===== config.mk =====
export PLATFORM = sky130hd
export DESIGN_NAME = ftxr_divider
export DESIGN_NICKNAME = d
export VERILOG_FILES = /design/src/rtl/ftxr_pkg.sv /design/src/rtl/ftxr_divider.sv
export SDC_FILE = /design/constraint.sdc
export NUM_CORES = 1
export LEC_CHECK = 0
export BUFFER_PORTS_ARGS = -buffer_cell sky130_fd_sc_hd__clkbuf_2
export CAP_MARGIN = 15
export CORE_UTILIZATION = 50
export CTS_CLUSTER_SIZE = 16
export DETAILED_ROUTE_END_ITERATION = 12
export GPL_TIMING_DRIVEN = 0
export HOLD_SLACK_MARGIN = 0.05
export PLACE_DENSITY = 0.83
export SETUP_SLACK_MARGIN = 0.15
export SKIP_CTS_REPAIR_TIMING = 1
export SYNTH_ARGS = -nofsm -noshare
export SYNTH_HDL_FRONTEND = slang
export SYNTH_SLANG_ARGS = --single-unit

===== constraint.sdc =====
create_clock -name i_clk -period 3.7 [get_ports i_clk]
set_input_delay 0.555 -clock i_clk [delete_from_list [all_inputs] [get_ports i_clk]]
set_output_delay 0.555 -clock i_clk [all_outputs]
set_load 0.01 [all_outputs]

===== src/rtl/ftxr_pkg.sv =====
`timescale 1ns / 1ps
// ----------------------------------------------------------------------------
// ftxr_pkg
// Shared constants and types for the four-tap XOR random generator.
// ----------------------------------------------------------------------------
package ftxr_pkg;
    localparam int TABLE_DEPTH_DEF = 16384;
    localparam int WORD_W = 31;
    localparam int LAG_A = 471;
    localparam int LAG_B = 1586;
    localparam int LAG_C = 6988;
    localparam int LAG_D = 9689;
    localparam logic [14:0] PM_MULT = 15'd16807;
    localparam logic [30:0] PM_MOD = 31'h7FFF_FFFF;
    localparam logic [1:0] REQ_RESEED = 2'd0;
    localparam logic [1:0] REQ_INT = 2'd1;
    localparam logic [1:0] REQ_FRAC = 2'd2;
    localparam logic ST_OK = 1'b0;
    localparam logic ST_ZERO_BOUND = 1'b1;
    localparam logic [1:0] CFG_SEED = 2'd0;
    typedef struct packed {
        logic start;
        logic [30:0] dividend;
        logic [30:0] divisor;
    } t_div_req;
    typedef struct packed {
        logic busy;
        logic done;
        logic [30:0] rem;
    } t_div_rsp;
endpackage


===== src/rtl/ftxr_divider.sv =====
`timescale 1ns / 1ps
// ----------------------------------------------------------------------------
// ftxr_divider
// Restoring remainder unit, one quotient bit per cycle.
// ----------------------------------------------------------------------------
module ftxr_divider
    import ftxr_pkg::*;
(
    input  logic     i_clk,
    input  logic     i_rst_n,
    input  t_div_req i_req,
    output t_div_rsp o_rsp
);
    logic [30:0] r_rem, n_rem;
    logic [30:0] r_quo, n_quo;
    logic [30:0] r_div, n_div;
    logic [4:0]  r_cnt, n_cnt;
    logic        r_busy, n_busy;
    logic        r_done, n_done;
    logic [31:0] w_trial;

    always_comb begin
        n_rem = r_rem;
        n_quo = r_quo;
        n_div = r_div;
        n_cnt = r_cnt;
        n_busy = r_busy;
        n_done = 1'b0;
        w_trial = {r_rem, r_quo[30]};
        if (i_req.start) begin
            n_rem = '0;
            n_quo = i_req.dividend;
            n_div = i_req.divisor;
            n_cnt = 5'd30;
            n_busy = 1'b1;
        end else if (r_busy) begin
            n_quo = {r_quo[29:0], 1'b0};
            if (w_trial >= {1'b0, r_div}) begin
                n_rem = 31'(w_trial - {1'b0, r_div});
            end else begin
                n_rem = w_trial[30:0];
            end
            if (r_cnt == 5'd0) begin
                n_busy = 1'b0;
                n_done = 1'b1;
            end else begin
                n_cnt = r_cnt - 5'd1;
            end
        end
    end

    always_ff @(posedge i_clk) begin
        if (!i_rst_n) begin
            r_busy <= 1'b0;
            r_done <= 1'b0;
            r_cnt <= '0;
        end else begin
            r_busy <= n_busy;
            r_done <= n_done;
            r_cnt <= n_cnt;
        end
        r_rem <= n_rem;
        r_quo <= n_quo;
        r_div <= n_div;
    end

    assign o_rsp = '{busy: r_busy, done: r_done, rem: r_rem};

`ifndef SYNTH
    a_done_after_busy: assert property (@(posedge i_clk) disable iff (!i_rst_n)
        r_done |-> $past(r_busy)) else $error("done without busy");
    a_rem_below: assert property (@(posedge i_clk) disable iff (!i_rst_n)
        r_done |-> (r_rem < r_div)) else $error("remainder not reduced");
    a_no_restart: assert property (@(posedge i_clk) disable iff (!i_rst_n)
        i_req.start |-> !r_busy) else $error("start while busy");
`endif
endmodule


==> impl_metrics.py, run 1 <==
metrics = {
    "run_status": {
        "status": "completed",
    },
    "timing": {
        "period_share": 0.903,
        "hold_violations": 0,
        "max_slew_margin": 0.247,
        "tightest_slew_ps": 1130,
        "rsz0062_at_grt": "no",
        "finClkSkew_ps": 5.31,
        "setup_ws_ps": 360,
        "tns_ps": 0,
        "fmax_ghz": 0.299,
        "setup_viol": 0,
        "slew_viol_final": 0,
        "period_needed_ps": 3340,
    },
    "synth": {
        "synth_most_common_cell": "nand2_1",
        "async_reset_ff_frac": 0,
        "yosysSeqAreaShare": 0.449,
        "yosys.area.top_type": "edfxtp_1",
        "synth_cell_types": 58,
        "synth_edf_count": 62,
        "synth_cells": 588,
        "synth_warnings": 0,
        "synthTopCellsByCount": "67 x nand2_1, 62 x edfxtp_1, 44 x nor2_1",
        "synth_top_area_frac": 0.319,
        "synth.cell_area_um2": 5840,
        "synth_area_leaders": "edfxtp_1 32%, dfxtp_1 13%, ha_1 6.9%",
        "synth_ff_type": "edfxtp_1",
        "avgSynthCellArea_um2": 9.93,
        "ys_ff_latch": 100,
        "synth_nets": 686,
    },
    "run": {
        "maxCapViolCount": 0,
    },
    "setup_path": {
        "arrival_ps": 3600,
        "crit_fanout": 10,
        "slowest_delay_ps": 410,
        "setup.worst_path.start_class": "register",
        "path_common_cell": "nand2_1",
        "worstPathCellList": "inv_1 > ha_1 > fa_1 > nand2b_1 > a211oi_2 > o21bai_1 > nand4_1 > nand2_1 > o22a_1 > nand2_2 > buf_2 > nand2_1 > a311oi_2",
        "crit_required_ps": 3960,
        "slowest_stage": "fa_1",
        "critPathKind": "reg2reg",
        "timing.critical_path.to_type": "register",
    },
    "power_and_ir_drop": {
        "power.leakage_nw": 2.87,
        "vdd_drop_max_mv": 0.338,
        "power_density_nw_per_um2": 439,
    },
    "floorplanning": {
        "rows": 39,
        "die_h_um": 110,
        "start_util": 0.511,
        "dieArea_um2": 12100,
        "ios": 98,
        "floorplan.core_area_um2": 11400,
        "fp.dieW_um": 110,
    },
    "placement": {
        "io_buffers": 97,
        "detailed_place_hpwl_um": 10500,
        "pre_cts_slack_ps": 285,
        "gp_congestion": 0.973,
    },
    "worst_hold_path": {
        "hold_class": "in2reg",
    },
    "clock_tree": {
        "cts.clk_slew.worst_paths_ps": 70,
        "clkLatencyLatePin_ps": 360,
        "cts_max_level": 3,
        "cts.sinks": 100,
        "cts_made_buffers": 9,
        "tritoncts": "yes",
        "clk_path_buf_depth": 2,
        "cts-root-buf": "clkbuf_16",
    },
    "drt": {
        "routedWlPerCell_um": 16.8,
        "drt_pre_antenna_iters": 5,
        "wl_um": 14100,
        "num_vias": 4910,
        "drt_iter0_markers": 342,
        "via_per_inst": 5.82,
        "ant_nets": 0,
        "drc": 0,
    },
    "final_layout": {
        "n_fill_cell": 978,
        "num_antenna_cells": 0,
        "syn2layout_area_growth_pct": 16.1,
        "fin_nets": 794,
        "regArea_um2": 2620,
        "multiInputGateArea_um2": 2900,
        "drive_above_1_share": 0.247,
    },
    "global_route": {
        "track_usage": 0.247,
        "grt_overflow": 0,
        "antenna_found_initial": 0,
        "grt_pass1_vias": 4816,
        "grt_pass1_wl_um": 22400,
        "grt_max_degree": 33,
    },
}
==> placed cells by master, fill, tap and decap left out, types with 3 or more instances in the layout <==
| master | n |
|---|---|
| clkbuf_2 | 97 |
| nand2_1 | 66 |
| edfxtp_1 | 62 |
| nor2_1 | 44 |
| inv_1 | 40 |
| a21oi_1 | 38 |
| dfxtp_1 | 38 |
| ha_1 | 32 |
| mux2_2 | 31 |
| o21ai_0 | 29 |
| clkbuf_1 | 22 |
| a21o_1 | 18 |
| xnor2_1 | 15 |
| a311oi_2 | 13 |
| nand2b_1 | 12 |
| nand3_1 | 12 |
| nand4_1 | 11 |
| xor2_1 | 10 |
| clkbuf_16 | 9 |
| a31oi_1 | 8 |
| nor2b_1 | 7 |
| o21a_1 | 6 |
| buf_2 | 5 |
| nor3_1 | 5 |
| a311oi_1 | 5 |
| buf_6 | 4 |
| o211ai_1 | 4 |
| o21bai_1 | 4 |
| a32oi_1 | 4 |
| and2_1 | 3 |
| mux2i_1 | 3 |
| inv_6 | 3 |
==> cells by family (layout without fill, tap and decap cells) <==
group	after synthesis	after routing	synth area share
buffers and inverters	72	185	0.0538
AOI/OAI and AO/OA	148	148	0.181
adders and majority gates	33	33	0.0720
xor gates and xnor gates	25	25	0.0375
and+or+nand+nor	176	176	0.141
muxes	34	34	0.0650
DFF	100	100	0.449
==> power by group <==
group / switching, mW / internal, mW / total [mW]
logic: 0.433 / 0.303 / 0.736
clock network: 0.431 / 0.461 / 0.892
registers: 0.0564 / 1.29 / 1.35
total: 0.920 / 2.06 / 2.98
==> final timing paths <==
| kind | from | endpoint | slack (ps) | depth (start not counted) |
|---|---|---|---|---|
| setup reg to reg | r_quo[30] | r_rem[22] | 360 | 13 |
| setup / recovery | r_quo[30] | r_rem[22] | 360 | 13 |
| hold / removal | i_req[7] | r_div[7] | 370 | 1 |
| hold reg to reg | r_rem[13] | r_rem[13] | 510 | 2 |
==> through the flow <==
| stage | util | hold slack, ps | area (µm²) | power, mW | instances |
|---|---|---|---|---|---|
| after floorplan | - | 496 | 5840 | 1.88 | 588 |
| after global placement | 0.569 | 495 | 6500 | 2.07 | 828 |
| after detailed placement | 0.569 | 510 | 6500 | 2.10 | 828 |
| after CTS | 0.593 | 356 | 6780 | 2.99 | 844 |
| after global routing | 0.594 | 352 | 6780 | 3.13 | 844 |
| final | 0.594 | 368 | 6780 | 2.98 | 844 |
==> routing by layer <==
metal | vias to the layer above | global-route usage | share of wire
li1 | 2347 | - | -
met1 | 2316 | 0.272 | 0.40
met2 | 200 | 0.423 | 0.48
met3 | 47 | 0.0888 | 0.088
met4 | 0 | 0.116 | 0.032
met5 | - | 0 | 0
==> sequential cells by signal (all words and copies together) (netlist names) <==
signal and flops:
r_cnt 5, r_busy 1, r_div 31, r_quo 31, r_done 1, r_rem 31
==> area by class of cell <==
cell class / instances / area share
Buffer: 32 / 0.0242
Clock buffer: 10 / 0.0338
Clock inverter: 6 / 0.00665
Inverter: 40 / 0.0222
Multi-Input combinational cell: 416 / 0.428
Sequential cell: 100 / 0.387
Tap cell: 143 / 0.0264
Timing Repair Buffer: 97 / 0.0716
==> worst max-delay path: cells and delay by family (launching register included) <==
family / cells / cell delay [ps]
flip-flops: 1 / 350
AND/OR/NAND/NOR: 5 / 770
buffers and inverters: 2 / 350
AO/OA/AOI/OAI: 4 / 1130
adder cells (fa/ha/maj): 2 / 630
Power figures use the tool's default switching activity.
==> inputs of run 2 (changes only) <==
CORE_ASPECT_RATIO = 1.75   (was unset)
CORE_UTILIZATION = 33   (was 50)
PLACE_DENSITY = 0.63   (was 0.83)
==> impl_metrics.py, run 2 (synthesis gave the netlist of run 1 again) <==
metrics = {
    "timing": {
        "period_needed_ps": 3300,
        "max_slew_margin": 0.363,
        "setup_ws_ps": 400,
        "hold_violations": 0,
        "finClkSkew_ps": 13.2,
        "period_share": 0.892,
        "tns_ps": 0,
        "slew_viol_final": 0,
        "rsz0062_at_grt": "no",
        "fmax_ghz": 0.303,
        "setup_viol": 0,
        "worst_hold_slack_ps": 366,
        "tightest_slew_ps": 955,
    },
    "drt": {
        "drt_pre_antenna_iters": 4,
        "drt_iter0_markers": 215,
        "via_per_inst": 5.09,
        "drc": 0,
        "num_vias": 4753,
        "routedWlPerCell_um": 16.6,
        "wl_um": 15500,
        "ant_nets": 0,
    },
    "final_layout": {
        "reg_top3": "r_div (31), r_quo (31), r_rem (31)",
        "num_antenna_cells": 0,
        "most-common-layout-cells": "97 x clkbuf_2, 66 x nand2_1, 62 x edfxtp_1",
        "final_cell_count_no_fill": 933,
        "drive_above_1_share": 0.251,
        "regArea_um2": 2620,
        "final_util": 0.401,
        "fin_nets": 795,
        "final_common_cell": "clkbuf_2",
        "syn2layout_area_growth_pct": 19.4,
        "multiInputGateArea_um2": 2900,
        "stdcell_area_um2": 6970,
        "n_fill_cell": 1730,
    },
    "global_route": {
        "antenna_found_initial": 0,
        "grt_pass1_vias": 4796,
        "grt_max_degree": 33,
        "grt_overflow": 0,
        "track_usage": 0.176,
        "grt_pass1_wl_um": 24100,
    },
    "clock_tree": {
        "clkLatencyLatePin_ps": 360,
        "tritoncts": "yes",
        "cts.sinks": 100,
        "cts_made_buffers": 9,
        "cts-root-buf": "clkbuf_16",
        "clk_path_buf_depth": 2,
        "cts.clk_slew.worst_paths_ps": 80,
        "cts_max_level": 3,
    },
    "setup_path": {
        "rr_startpoint": "r_quo[30]",
        "critPathKind": "reg2reg",
        "worstPathCellList": "inv_1 > ha_1 > fa_1 > nand2b_1 > a211oi_2 > o21bai_1 > nand4_1 > nand2_1 > o22a_1 > nand2_2 > buf_2 > nand2_1 > a311oi_1",
        "cp-startpoint": "r_quo[30]",
        "timing.critical_path.to_type": "register",
        "path_buf_inv": 2,
        "slowest_stage": "fa_1",
        "crit_fanout": 10,
        "crit_required_ps": 3940,
        "arrival_ps": 3540,
        "path_common_cell": "nand2_1",
        "setup.worst_path.start_class": "register",
        "slowest_delay_ps": 390,
        "cpLargestDelayFamily": "compound AO/OA/AOI/OAI gates",
    },
    "power_and_ir_drop": {
        "pwr-share-clk": 0.332,
        "swShare": 0.314,
        "p_int_mw": 2.15,
        "p_seq_frac": 0.431,
        "p_comb_frac": 0.237,
        "vdd_drop_max_mv": 0.262,
        "switching_power_mw": 0.984,
        "p_total_mw": 3.13,
        "power.leakage_nw": 2.91,
        "power_density_nw_per_um2": 449,
    },
    "floorplanning": {
        "start_util": 0.336,
        "fp.dieW_um": 103,
        "ios": 98,
        "rows": 64,
        "die_h_um": 178,
        "dieArea_um2": 18200,
        "floorplan.core_area_um2": 17400,
    },
    "placement": {
        "io_buffers": 97,
        "pre_cts_slack_ps": 206,
        "dp.cells": 916,
        "detailed_place_hpwl_um": 11600,
        "gp_congestion": 0.901,
        "placed_area_um2": 6610,
    },
    "run": {
        "maxCapViolCount": 0,
    },
    "worst_hold_path": {
        "worstHoldStart": "i_req[30]",
        "hold_class": "in2reg",
    },
    "run_status": {
        "status": "completed",
    },
}
## run 2: cell count changes in the layout (fill, tap and decap cells not counted), sizes merged
cell	before	now
buf	11	12
bufinv	0	1
clkbuf	128	127
clkinv	1	2
clkinvlp	2	1
## run 2: area by class of cell
| cell class | count | area share |
|---|---|---|
| multi-input combinational | 416 | 0.417 |
| buffer | 32 | 0.0235 |
| clock inverter | 7 | 0.0145 |
| sequential | 100 | 0.376 |
| tap | 231 | 0.0415 |
| clock buffer | 9 | 0.0323 |
| timing repair buffer | 98 | 0.0736 |
| inverter | 40 | 0.0215 |
## run 2: path summary, 6_finish.rpt
check | end | slack (ps) | cells past startpoint
setup reg to reg | r_rem[24] | 400 | 13
hold reg to reg | r_rem[16] | 520 | 2
setup / recovery | r_rem[24] | 400 | 13
hold / removal | r_div[30] | 370 | 1
## run 2: routing by layer
layer / share of wire / wire length, µm / global-route usage
met2: 0.54 / 8300 / 0.325
met4: 0.045 / 697 / 0.0964
met5: 0 / 0 / 0
met1: 0.36 / 5630 / 0.177
met3: 0.055 / 845 / 0.0406
## run 2: power by group through the flow
stage / combinational [mW] / sequential (mW) / clock (mW)
2_1_floorplan: 0.512 / 1.37 / 0
3_3_place_gp: 0.727 / 1.38 / 0
3_5_place_dp: 0.734 / 1.38 / 0
4_1_cts: 0.740 / 1.35 / 1.06
5_1_grt: 0.825 / 1.36 / 1.10
6_report: 0.742 / 1.35 / 1.04
==> inputs of run 3 (changes only) <==
BUFFER_PORTS_ARGS = unset   (was -buffer_cell sky130_fd_sc_hd__clkbuf_2)
DONT_BUFFER_PORTS = 1   (was unset)
PLACE_DENSITY = 0.58   (was 0.63)
==> impl_metrics.py, run 3 (synthesis gave the netlist of run 1 again) <==
metrics = {
    "run_status": {
        "status": "completed",
    },
    "final_layout": {
        "final_util": 0.371,
        "drive_above_1_share": 0.131,
        "reg_top3": "r_div (31), r_quo (31), r_rem (31)",
        "syn2layout_area_growth_pct": 10.5,
        "num_antenna_cells": 0,
        "most-common-layout-cells": "66 x nand2_1, 62 x edfxtp_1, 44 x nor2_1",
        "fin_nets": 698,
        "final_common_cell": "nand2_1",
    },
    "worst_hold_path": {
        "whs_path_depth": 0,
        "hold_class": "in2reg",
        "hold_end": "r_div[13]",
        "worstHoldStart": "i_req[13]",
    },
    "setup_path": {
        "rr_endpoint": "r_rem[29]",
        "crit_required_ps": 3970,
        "rrSetupSlack_ps": 400,
        "slowest_stage": "fa_1",
        "critPathKind": "reg2reg",
        "rr_startpoint": "r_quo[30]",
        "slowest_delay_ps": 400,
        "worstPathCellList": "inv_1 > ha_1 > fa_1 > nand2b_1 > a211oi_2 > o21bai_1 > nand4_1 > nand2_1 > o22a_1 > nand2_2 > buf_2 > nand3_1 > a311oi_1",
        "arrival_ps": 3570,
        "reg2reg_depth": 13,
        "cpLargestDelayFamily": "compound AO/OA/AOI/OAI gates",
        "cp-startpoint": "r_quo[30]",
        "setup.worst_path.start_class": "register",
        "timing.critical_path.to_type": "register",
        "crit_fanout": 10,
        "path_buf_inv": 2,
    },
    "global_route": {
        "grt_max_degree": 33,
        "grt_overflow": 0,
        "grt_pass1_wl_um": 24000,
        "track_usage": 0.178,
        "grt_pass1_vias": 4555,
        "antenna_found_initial": 0,
    },
    "floorplanning": {
        "start_util": 0.336,
        "floorplan.core_area_um2": 17400,
        "dieArea_um2": 18200,
        "die_h_um": 178,
        "ios": 98,
        "rows": 64,
        "fp.dieW_um": 103,
    },
    "power_and_ir_drop": {
        "switching_power_mw": 0.961,
        "power.leakage_nw": 2.48,
        "p_comb_frac": 0.221,
        "p_seq_frac": 0.458,
        "power_density_nw_per_um2": 464,
        "swShare": 0.321,
        "p_int_mw": 2.03,
        "vdd_drop_max_mv": 0.305,
        "pwr-share-clk": 0.321,
    },
    "timing": {
        "fmax_ghz": 0.303,
        "max_slew_margin": 0.435,
        "period_share": 0.893,
        "hold_violations": 0,
        "period_needed_ps": 3300,
        "slew_viol_final": 0,
        "tightest_slew_ps": 844,
        "finClkSkew_ps": 8.01,
        "rsz0062_at_grt": "no",
        "worst_hold_slack_ps": 278,
        "setup_viol": 0,
        "tns_ps": 0,
    },
    "placement": {
        "gp_congestion": 0.891,
        "io_buffers": 0,
        "detailed_place_hpwl_um": 11700,
    },
    "clock_tree": {
        "cts.clk_slew.worst_paths_ps": 80,
        "tritoncts": "yes",
        "cts.sinks": 100,
        "cts_max_level": 3,
        "cts-root-buf": "clkbuf_16",
        "cts_made_buffers": 9,
        "clk_path_buf_depth": 2,
        "clkLatencyLatePin_ps": 370,
    },
    "drt": {
        "ant_nets": 0,
        "drt_pre_antenna_iters": 4,
        "wl_um": 15400,
        "num_vias": 4435,
        "drc": 0,
        "via_per_inst": 5.31,
        "drt_iter0_markers": 215,
        "routedWlPerCell_um": 18.4,
    },
    "run": {
        "maxCapViolCount": 0,
    },
}
[run 3: cell types whose count changed in the layout (fill, tap and decap cells not counted), sizes merged]
cell	before	now
bufinv	1	0
buf	12	11
inv	43	44
clkbuf	127	31
[run 3: power groups by stage]
| stage | logic (mW) | clock network [mW] | registers (mW) |
|---|---|---|---|
| finish | 0.663 | 0.961 | 1.37 |
| global route | 0.734 | 1.03 | 1.39 |
| floorplan | 0.512 | 0 | 1.37 |
| CTS | 0.657 | 0.987 | 1.37 |
| detailed placement | 0.653 | 0 | 1.40 |
| global placement | 0.645 | 0 | 1.40 |
[run 3: through the flow]
step                      worst slack [ps]  area (µm²)  total power, mW  cells
after floorplan                        984        5840             1.88    588
after global placement                 328        6130             2.04    819
after detailed placement               291        6130             2.05    819
after CTS                              247        6420             3.02    835
after global routing                   194        6450             3.15    836
final                                  395        6450             2.99    836
[run 3: cell type report]
type                       count  area [µm²]
buffer                        32         166
clock buffer                   9         225
clock inverter                 7        67.6
fill                        1770       10900
inverter                      40         150
multi-input combinational    416        2900
sequential                   100        2620
tap                          231         289
timing repair buffer           1        27.5
[run 3: worst register-to-register path: stages (launching register included)]
cell,delay (ps)
edfxtp_1,360
inv_1,50
ha_1,210
fa_1,400
nand2b_1,200
a211oi_2,300
o21bai_1,210
nand4_1,190
nand2_1,120
o22a_1,300
nand2_2,200
buf_2,280
nand3_1,130
a311oi_1,270
[run 3: how the worst max path moves through the flow]
stage | cells past startpoint | to | slack [ps]
3_5_place_dp | 12 | r_rem[3] | 290
5_1_grt | 13 | r_rem[29] | 190
4_1_cts | 12 | r_rem[22] | 250
2_1_floorplan | 13 | r_rem[12] | 980
3_3_place_gp | 12 | r_rem[29] | 330
6_report | 13 | r_rem[29] | 400
[run 3: routing by layer]
layer / track usage / wire, µm / vias to the layer above
met2: 0.324 / 8290 / 119
met1: 0.177 / 5570 / 2131
met5: 0 / 0 / -
met4: 0.0774 / 448 / 0
met3: 0.0610 / 1100 / 28
li1: - / - / 2157
